**config.mk**
```make
export PLATFORM = sky130hd
export DESIGN_NAME = button_click_count_and_hold_detector_flat
export DESIGN_NICKNAME = d
export VERILOG_FILES = /design/src/design/bccd_pkg.sv /design/src/design/bccd_button_if.sv /design/src/design/bccd_gesture_if.sv /design/src/design/bccd_in_stage.sv /design/src/design/bccd_fsm.sv /design/src/design/bccd_out_stage.sv /design/src/design/button_click_count_and_hold_detector.sv /design/src/flat_wrapper.sv
export SDC_FILE = /design/constraint.sdc
export NUM_CORES = 1
export LEC_CHECK = 0
export BUFFER_PORTS_ARGS = -buffer_cell sky130_fd_sc_hd__clkbuf_2
export CAP_MARGIN = 5
export CORE_MARGIN = 5
export CORE_UTILIZATION = 35
export CTS_CLUSTER_DIAMETER = 100
export CTS_CLUSTER_SIZE = 28
export DETAILED_ROUTE_END_ITERATION = 16
export GPL_ROUTABILITY_DRIVEN = 0
export SLEW_MARGIN = 20
export SYNTH_ARGS = -nofsm -noshare
export SYNTH_HDL_FRONTEND = slang
export SYNTH_SLANG_ARGS = --single-unit
```
**constraint.sdc**
```tcl
create_clock -name clk -period 7.4 [get_ports clk]
set_input_delay 0.37 -clock clk [delete_from_list [all_inputs] [get_ports clk]]
set_output_delay 0.37 -clock clk [all_outputs]
set_load 0.02 [all_outputs]
```
**src/design/bccd_pkg.sv**
```systemverilog
// ----------------------------------------------------------------------------
// bccd_pkg: shared types and constants for the click/hold detector
// Timer width, register indexes, gesture codes and phase codes.
// ----------------------------------------------------------------------------
package bccd_pkg;

	localparam int TIMER_WIDTH = 16;
	localparam int MAX_PRESSES = 3;
	localparam int CFG_WIDTH   = 16;
	localparam int CMP_WIDTH   = (TIMER_WIDTH > CFG_WIDTH) ? TIMER_WIDTH : CFG_WIDTH;

	typedef logic [TIMER_WIDTH-1:0] timer_t;
	typedef logic [CFG_WIDTH-1:0]   cfg_word_t;
	typedef logic [CMP_WIDTH-1:0]   cmp_t;
	typedef logic [1:0]             gesture_t;
	typedef logic [1:0]             phase_t;
	typedef logic [1:0]             cfg_index_t;

	localparam timer_t TIMER_MAX = {TIMER_WIDTH{1'b1}};

	// register indexes
	localparam cfg_index_t REG_DEBOUNCE = 2'd0;
	localparam cfg_index_t REG_WINDOW   = 2'd1;
	localparam cfg_index_t REG_HOLD     = 2'd2;

	localparam cfg_word_t DEBOUNCE_RST = 16'd200;
	localparam cfg_word_t WINDOW_RST   = 16'd1000;
	localparam cfg_word_t HOLD_RST     = 16'd1000;

	// gesture codes
	localparam gesture_t GESTURE_SINGLE = 2'd0;
	localparam gesture_t GESTURE_DOUBLE = 2'd1;
	localparam gesture_t GESTURE_TRIPLE = 2'd2;
	localparam gesture_t GESTURE_HOLD   = 2'd3;

	// phase codes
	localparam phase_t PH_IDLE     = 2'd0;
	localparam phase_t PH_DEBOUNCE = 2'd1;
	localparam phase_t PH_SAMPLE   = 2'd2;
	localparam phase_t PH_WAIT     = 2'd3;

	localparam logic [1:0] PRESS_LIMIT = 2'(MAX_PRESSES);

	typedef struct packed {
		cfg_word_t debounce_ticks;
		cfg_word_t window_ticks;
		cfg_word_t hold_limit_ticks;
	} cfg_t;

	typedef struct packed {
		logic     valid;
		gesture_t gesture;
	} result_t;

	function automatic timer_t sat_inc(input timer_t v);
		return (v == TIMER_MAX) ? TIMER_MAX : v + timer_t'(1);
	endfunction

	function automatic cmp_t widen_timer(input timer_t v);
		return cmp_t'(v);
	endfunction

	function automatic cmp_t widen_cfg(input cfg_word_t v);
		return cmp_t'(v);
	endfunction

endpackage

```
**src/design/bccd_button_if.sv**
```systemverilog
// ----------------------------------------------------------------------------
// bccd_button_if: button sample channel
// One word per tick carrying the sampled button level.
// ----------------------------------------------------------------------------
interface bccd_button_if;
	logic valid;
	logic ready;
	logic button_pressed;

	modport source (output valid, output button_pressed, input ready);
	modport sink   (input valid, input button_pressed, output ready);
endinterface

```
**src/design/bccd_gesture_if.sv**
```systemverilog
// ----------------------------------------------------------------------------
// bccd_gesture_if: gesture result channel
// One word per detected gesture.
// ----------------------------------------------------------------------------
interface bccd_gesture_if;
	import bccd_pkg::*;
	logic     valid;
	logic     ready;
	gesture_t gesture;

	modport source (output valid, output gesture, input ready);
	modport sink   (input valid, input gesture, output ready);
endinterface

```
**src/design/bccd_in_stage.sv**
```systemverilog
// ----------------------------------------------------------------------------
// bccd_in_stage: input register
// Holds one accepted button sample until the detector consumes it.
// ----------------------------------------------------------------------------
module bccd_in_stage (
	input  logic        clk,
	input  logic        arst_n,
	bccd_button_if.sink button,
	input  logic        advance,
	output logic        valid_s1,
	output logic        level_s1
);
	logic accept;

	assign button.ready = !valid_s1 || advance;
	assign accept       = button.valid && button.ready;

	always_ff @(posedge clk or negedge arst_n) begin
		if (!arst_n) begin
			valid_s1 <= 1'b0;
		end else if (accept) begin
			valid_s1 <= 1'b1;
		end else if (advance) begin
			valid_s1 <= 1'b0;
		end
	end

	always_ff @(posedge clk) begin
		if (accept) begin
			level_s1 <= button.button_pressed;
		end
	end
endmodule

```
**src/design/bccd_fsm.sv**
```systemverilog
// ----------------------------------------------------------------------------
// bccd_fsm: gesture state machine
// Debounce, hold and window timers plus press counting, one tick per step.
// ----------------------------------------------------------------------------
module bccd_fsm (
	input  logic             clk,
	input  logic             arst_n,
	input  logic             step,
	input  logic             level,
	input  bccd_pkg::cfg_t   cfg,
	output bccd_pkg::result_t result
);
	import bccd_pkg::*;

	phase_t     phase_q, phase_d;
	logic       prev_q;
	timer_t     deb_q, deb_d;
	timer_t     win_q, win_d;
	timer_t     hold_q, hold_d;
	logic [1:0] press_q, press_d;

	logic   edge_det;
	logic   win_done;
	logic   deb_busy;
	timer_t hold_inc;

	assign edge_det = level && !prev_q;
	assign win_done = widen_timer(win_d) >= widen_cfg(cfg.window_ticks);
	assign deb_busy = (widen_timer(deb_q) < widen_cfg(cfg.debounce_ticks)) &&
	                  (deb_q != TIMER_MAX);
	// a sample right after debounce starts the hold count from zero
	assign hold_inc = sat_inc((phase_q == PH_DEBOUNCE) ? '0 : hold_q);

	always_comb begin
		phase_d        = phase_q;
		deb_d          = deb_q;
		win_d          = sat_inc(win_q);
		hold_d         = hold_q;
		press_d        = press_q;
		result.valid   = 1'b0;
		result.gesture = GESTURE_SINGLE;
		case (phase_q)
			PH_IDLE: begin
				win_d = win_q;
				if (edge_det) begin
					press_d = '0;
					win_d   = '0;
					deb_d   = '0;
					hold_d  = '0;
					phase_d = PH_DEBOUNCE;
				end
			end
			PH_DEBOUNCE, PH_SAMPLE: begin
				if (phase_q == PH_DEBOUNCE && deb_busy) begin
					deb_d = deb_q + timer_t'(1);
				end else if (level) begin
					hold_d  = hold_inc;
					phase_d = PH_SAMPLE;
					if (widen_timer(hold_inc) > widen_cfg(cfg.hold_limit_ticks)) begin
						result.valid   = 1'b1;
						result.gesture = GESTURE_HOLD;
						phase_d        = PH_IDLE;
					end
				end else begin
					hold_d  = (phase_q == PH_DEBOUNCE) ? '0 : hold_q;
					press_d = press_q + 2'd1;
					if (press_d >= PRESS_LIMIT || press_d == 2'd0 || win_done) begin
						result.valid   = 1'b1;
						result.gesture = press_d - 2'd1;
						phase_d        = PH_IDLE;
					end else begin
						phase_d = PH_WAIT;
					end
				end
			end
			PH_WAIT: begin
				if (edge_det) begin
					deb_d   = '0;
					phase_d = PH_DEBOUNCE;
				end else if (win_done) begin
					result.valid   = 1'b1;
					result.gesture = press_q - 2'd1;
					phase_d        = PH_IDLE;
				end
			end
			default: begin
				phase_d = PH_IDLE;
			end
		endcase
	end

	always_ff @(posedge clk or negedge arst_n) begin
		if (!arst_n) begin
			phase_q <= PH_IDLE;
			prev_q  <= 1'b0;
			deb_q   <= '0;
			win_q   <= '0;
			hold_q  <= '0;
			press_q <= '0;
		end else if (step) begin
			phase_q <= phase_d;
			prev_q  <= level;
			deb_q   <= deb_d;
			win_q   <= win_d;
			hold_q  <= hold_d;
			press_q <= press_d;
		end
	end
endmodule

```
**src/design/bccd_out_stage.sv**
```systemverilog
// ----------------------------------------------------------------------------
// bccd_out_stage: result register
// Holds a gesture word until the sink takes it.
// ----------------------------------------------------------------------------
module bccd_out_stage (
	input  logic                clk,
	input  logic                arst_n,
	input  logic                load,
	input  bccd_pkg::result_t   result,
	output logic                free,
	bccd_gesture_if.source      gesture_out
);
	import bccd_pkg::*;

	logic     valid_q;
	gesture_t gesture_q;

	assign free                = !valid_q || gesture_out.ready;
	assign gesture_out.valid   = valid_q;
	assign gesture_out.gesture = gesture_q;

	always_ff @(posedge clk or negedge arst_n) begin
		if (!arst_n) begin
			valid_q <= 1'b0;
		end else if (load && result.valid) begin
			valid_q <= 1'b1;
		end else if (gesture_out.ready) begin
			valid_q <= 1'b0;
		end
	end

	always_ff @(posedge clk) begin
		if (load && result.valid) begin
			gesture_q <= result.gesture;
		end
	end
endmodule

```
**src/design/button_click_count_and_hold_detector.sv**
```systemverilog
// Path: input register holds the button word, result register the gesture word.
// Throughput: one button word per cycle; the single input register and the single
// result register set this, stalling only while a gesture word waits at the output.
// Reset: arst_n clears the gesture state, both stage valids and loads the timing
// registers with debounce 200, window 1000 and hold limit 1000 ticks.
// ----------------------------------------------------------------------------
// button_click_count_and_hold_detector: top level
// Config registers, input register, gesture state machine and result register.
// ----------------------------------------------------------------------------
module button_click_count_and_hold_detector (
	input  logic                 clk,
	input  logic                 arst_n,
	input  logic                 cfg_wr_en,
	input  bccd_pkg::cfg_index_t cfg_index,
	input  bccd_pkg::cfg_word_t  cfg_data,
	bccd_button_if.sink          button,
	bccd_gesture_if.source       result
);
	import bccd_pkg::*;

	cfg_t    cfg_q;
	logic    valid_s1;
	logic    level_s1;
	logic    out_free;
	logic    advance;
	result_t step_res;

	always_ff @(posedge clk or negedge arst_n) begin
		if (!arst_n) begin
			cfg_q.debounce_ticks   <= DEBOUNCE_RST;
			cfg_q.window_ticks     <= WINDOW_RST;
			cfg_q.hold_limit_ticks <= HOLD_RST;
		end else if (cfg_wr_en) begin
			case (cfg_index)
				REG_DEBOUNCE: cfg_q.debounce_ticks   <= cfg_data;
				REG_WINDOW:   cfg_q.window_ticks     <= cfg_data;
				REG_HOLD:     cfg_q.hold_limit_ticks <= cfg_data;
				default: begin
				end
			endcase
		end
	end

	// consume the held sample only when the result register can take its word
	assign advance = valid_s1 && out_free;

	bccd_in_stage u_in (
		.clk      (clk),
		.arst_n   (arst_n),
		.button   (button),
		.advance  (advance),
		.valid_s1 (valid_s1),
		.level_s1 (level_s1)
	);

	bccd_fsm u_fsm (
		.clk    (clk),
		.arst_n (arst_n),
		.step   (advance),
		.level  (level_s1),
		.cfg    (cfg_q),
		.result (step_res)
	);

	bccd_out_stage u_out (
		.clk         (clk),
		.arst_n      (arst_n),
		.load        (advance),
		.result      (step_res),
		.free        (out_free),
		.gesture_out (result)
	);
endmodule

```
**src/flat_wrapper.sv**
```systemverilog
// flat-port wrapper written by rule: the top's interface ports become plain ports
module button_click_count_and_hold_detector_flat import bccd_pkg::*;
  (clk, arst_n, cfg_wr_en, cfg_index, cfg_data, button_valid, button_button_pressed, button_ready, result_valid, result_gesture, result_ready);
  bccd_button_if button_i ();
  bccd_gesture_if result_i ();
  input  logic clk;
  input  logic arst_n;
  input  logic cfg_wr_en;
  input  bccd_pkg::cfg_index_t cfg_index;
  input  bccd_pkg::cfg_word_t cfg_data;
  input wire logic [$bits(button_i.valid)-1:0] button_valid;
  input wire logic [$bits(button_i.button_pressed)-1:0] button_button_pressed;
  output wire logic [$bits(button_i.ready)-1:0] button_ready;
  output wire logic [$bits(result_i.valid)-1:0] result_valid;
  output wire logic [$bits(result_i.gesture)-1:0] result_gesture;
  input wire logic [$bits(result_i.ready)-1:0] result_ready;
  assign button_i.valid = button_valid;
  assign button_i.button_pressed = button_button_pressed;
  assign button_ready = button_i.ready;
  assign result_valid = result_i.valid;
  assign result_gesture = result_i.gesture;
  assign result_i.ready = result_ready;
  button_click_count_and_hold_detector u_core (.clk(clk), .arst_n(arst_n), .cfg_wr_en(cfg_wr_en), .cfg_index(cfg_index), .cfg_data(cfg_data), .button(button_i), .result(result_i));
endmodule
```
==> results.yml <==
logic_synthesis:
  synth_nets: 815
  syn_inst: 739
  synth-seq-cells: 106
  synth_area_leaders: "dfrtp_1 32%, ha_1 9.5%, dfstp_2 5.8%"
  synth_xor_area_frac: 0.0218
  synth_compound_area_frac: 0.182
  netlist_area_um2: 6830
  yosys_warnings: 0
  synth_top_area_cell: "dfrtp_1"
  ys.flop_type: "dfrtp_1"
  synth-simple-area-share: 0.188
  synth.distinct_cells: 73
  avgSynthCellArea_um2: 9.24
  seq_area_frac_synth: 0.393
  ys_async_sr_fraction: 0.972
  synth_enable_flop_cells: 3
  synth.mux.area_fraction: 0.0648
  synth_top_family_by_area: "simple AND/OR/NAND/NOR gates"
  synthAdderAreaFrac: 0.0953
  synth_top_area_share: 0.322
outcome:
  outcome: "completed"
clock_network:
  cts_buffer_depth: 2
  clkTransAtPathRegs_ps: 80
  h-tree-depth: 3
  ctsHoldBuffers: 0
  post_cts_buffers: 0
  insertion_delay_ps: 350
  cts.repair.resized: 0
  cts_root_buffer: "clkbuf_16"
  cts.sinks: 106
  numCtsBuffers: 9
  cts_tree: "built"
sta:
  worstMarginPinSlew_ps: 1120
  slew_violations: 0
  finalClockSkew_ps: 9.54
  holdWs_ps: 98.8
  fin_crit_ps: 4730
  fmax_ghz: 0.212
  fin_ws_ps: 2670
  tns_ps: 0
  hold_viol: 0
  setup_violations: 0
  fin_crit_sh: 0.639
  rsz0062_at_grt: "false"
  relSlewSlack: 0.255
routing:
  wirelength_um: 17200
  vias: 5593
  wl_per_cell_um: 16.9
  drt_iter0_drc: 473
  drc_errors: 0
  avgViaCountPerCell: 5.49
  drtAntennaViolNets: 0
  firstDrtPassIters: 5
floorplan:
  dieArea_um2: 22400
  die_w_um: 150
  rows: 51
  core_area_um2: 19300
  ioPinCount: 28
  dieHeight_um: 150
  initial_utilization: 0.353
cells_and_area:
  synthToLayoutAreaGrowth_pct: 9.67
  fin_nets: 825
  mostFrequentLayoutCells: "88 x dfrtp_1, 80 x nand2_1, 54 x inv_1"
  final_common_cell: "dfrtp_1"
  drive_above_1_share: 0.159
  num_antenna_cells: 0
global_routing:
  grt_antenna_before_repair: 0
  grt_pass1_vias: 5264
  grt_usage: 0.157
  grt_pass1_wl_um: 27700
  grt_overflow: 0
  grt_start_max_net_pins: 57
critical_path:
  endpoint_kind: "flop"
  crit_type: "reg2reg"
  cp-start-kind: "flop"
  critPathArrivalTime_ps: 4870
  critPathRequiredTime_ps: 7540
  worst-path-max-fanout: 20
power:
  powerDensity_nw_per_um2: 258
  leakagePower_nw: 3.35
  ir_drop_uv: 161
worst_hold_path:
  holdCritPathClass: "in2async"
place:
  dp_hpwl_um: 12800
  io_buffers: 27
  place_ws_ps: 2750
job:
  max_cap_violations: 0
-- cell families after synthesis --
| kind of cell | Yosys count |
|---|---|
| AND/OR/NAND/NOR | 251 |
| AO/OA/AOI/OAI | 185 |
| flip-flops | 106 |
| buffers and inverters | 88 |
| adder cells (fa/ha/maj) | 52 |
| multiplexers | 40 |
| XOR/XNOR | 17 |
-- synthesized netlist by cell type, types with 10 or more instances --
cell,number
dfstp_2,15
a311oi_1,10
mux2_2,34
dfrtp_1,88
clkbuf_1,21
a21oi_1,45
nand3_1,24
and3_1,17
nand4_1,12
nand2_1,80
ha_1,52
nor3_1,18
inv_1,54
o21ai_0,53
xnor2_1,11
nor2_1,46
-- area by class of cell --
cell class	count	area, um^2
multi-input cells	545	3780
inverters	55	206
well taps	265	332
flip-flops and latches	106	2690
fillers	1931	11800
repair buffers	32	175
clock inverters	6	62.6
clock buffers	10	250
-- worst max-delay path, cell delays in order (launching register included) --
cell and delay [ps]:
dfrtp_1 400, inv_1 90, ha_1 570, inv_1 450, nor2_1 770, nor2_1 140, o21a_1 140, ha_1 280
a211o_1 120, a31oi_1 30, o21ai_0 190, a211oi_1 100, a21oi_1 500, or4b_2 630, o41ai_1 90
-- final timing paths --
check,startpoint,end,slack (ps),cells past startpoint
max,u_core.u_fsm.phase_q[1]$_DFFE_PN0P_,u_core.u_out.gesture_out.gesture[0]$_DFFE_PP_,2670,14
min,arst_n,u_core.u_fsm.win_q[10]$_DFFE_PN0P_,100,1
max reg2reg,u_core.u_fsm.phase_q[1]$_DFFE_PN0P_,u_core.u_out.gesture_out.gesture[0]$_DFFE_PP_,2670,14
min reg2reg,u_core.cfg_q[20]$_DFFE_PN0P_,u_core.cfg_q[20]$_DFFE_PN0P_,510,1
max in group asynchronous,arst_n,u_core.u_fsm.deb_q[15]$_DFFE_PN0P_,6200,2
min in group clk,button_button_pressed,u_core.u_in.level_s1$_DFFE_PP_,200,1
-- per-stage QoR --
step | utilization | power [mW] | instances | area [um^2]
final | 0.387 | 1.93 | 1019 | 7490
after global routing | 0.387 | 2.06 | 1019 | 7490
after CTS | 0.387 | 1.95 | 1019 | 7490
after detailed placement | 0.371 | 1.44 | 1003 | 7180
after global placement | 0.371 | 1.43 | 1003 | 7180
after floorplan | - | 1.24 | 739 | 6830
-- layer usage --
metal	GRT usage	share of wire	routed length (um)
met5	0	0	0
met1	0.226	0.49	8480
met3	0.0276	0.042	728
met4	0.0439	0.016	281
met2	0.243	0.45	7710
-- flip-flops by register name (all words and copies together), names as in the netlist --
| register | cells |
|---|---|
| u_core.u_out.gesture_out.gesture | 2 |
| u_core.u_in.level_s1 | 1 |
| u_core.u_fsm.deb_q | 16 |
| u_core.u_fsm.win_q | 16 |
| u_core.u_in.valid_s1 | 1 |
| u_core.cfg_q | 48 |
| u_core.u_fsm.prev_q | 1 |
| u_core.u_fsm.hold_q | 16 |
| u_core.u_fsm.phase_q | 2 |
| u_core.u_out.gesture_out.valid | 1 |
| u_core.u_fsm.press_q | 2 |
-- power breakdown --
group          total, mW  leakage (nW)  internal [mW]  switching (mW)
clock network      0.499         0.154          0.259           0.240
logic              0.681          1.87          0.222           0.460
registers          0.753          1.33          0.677          0.0761
Power figures use the tool's default switching activity.
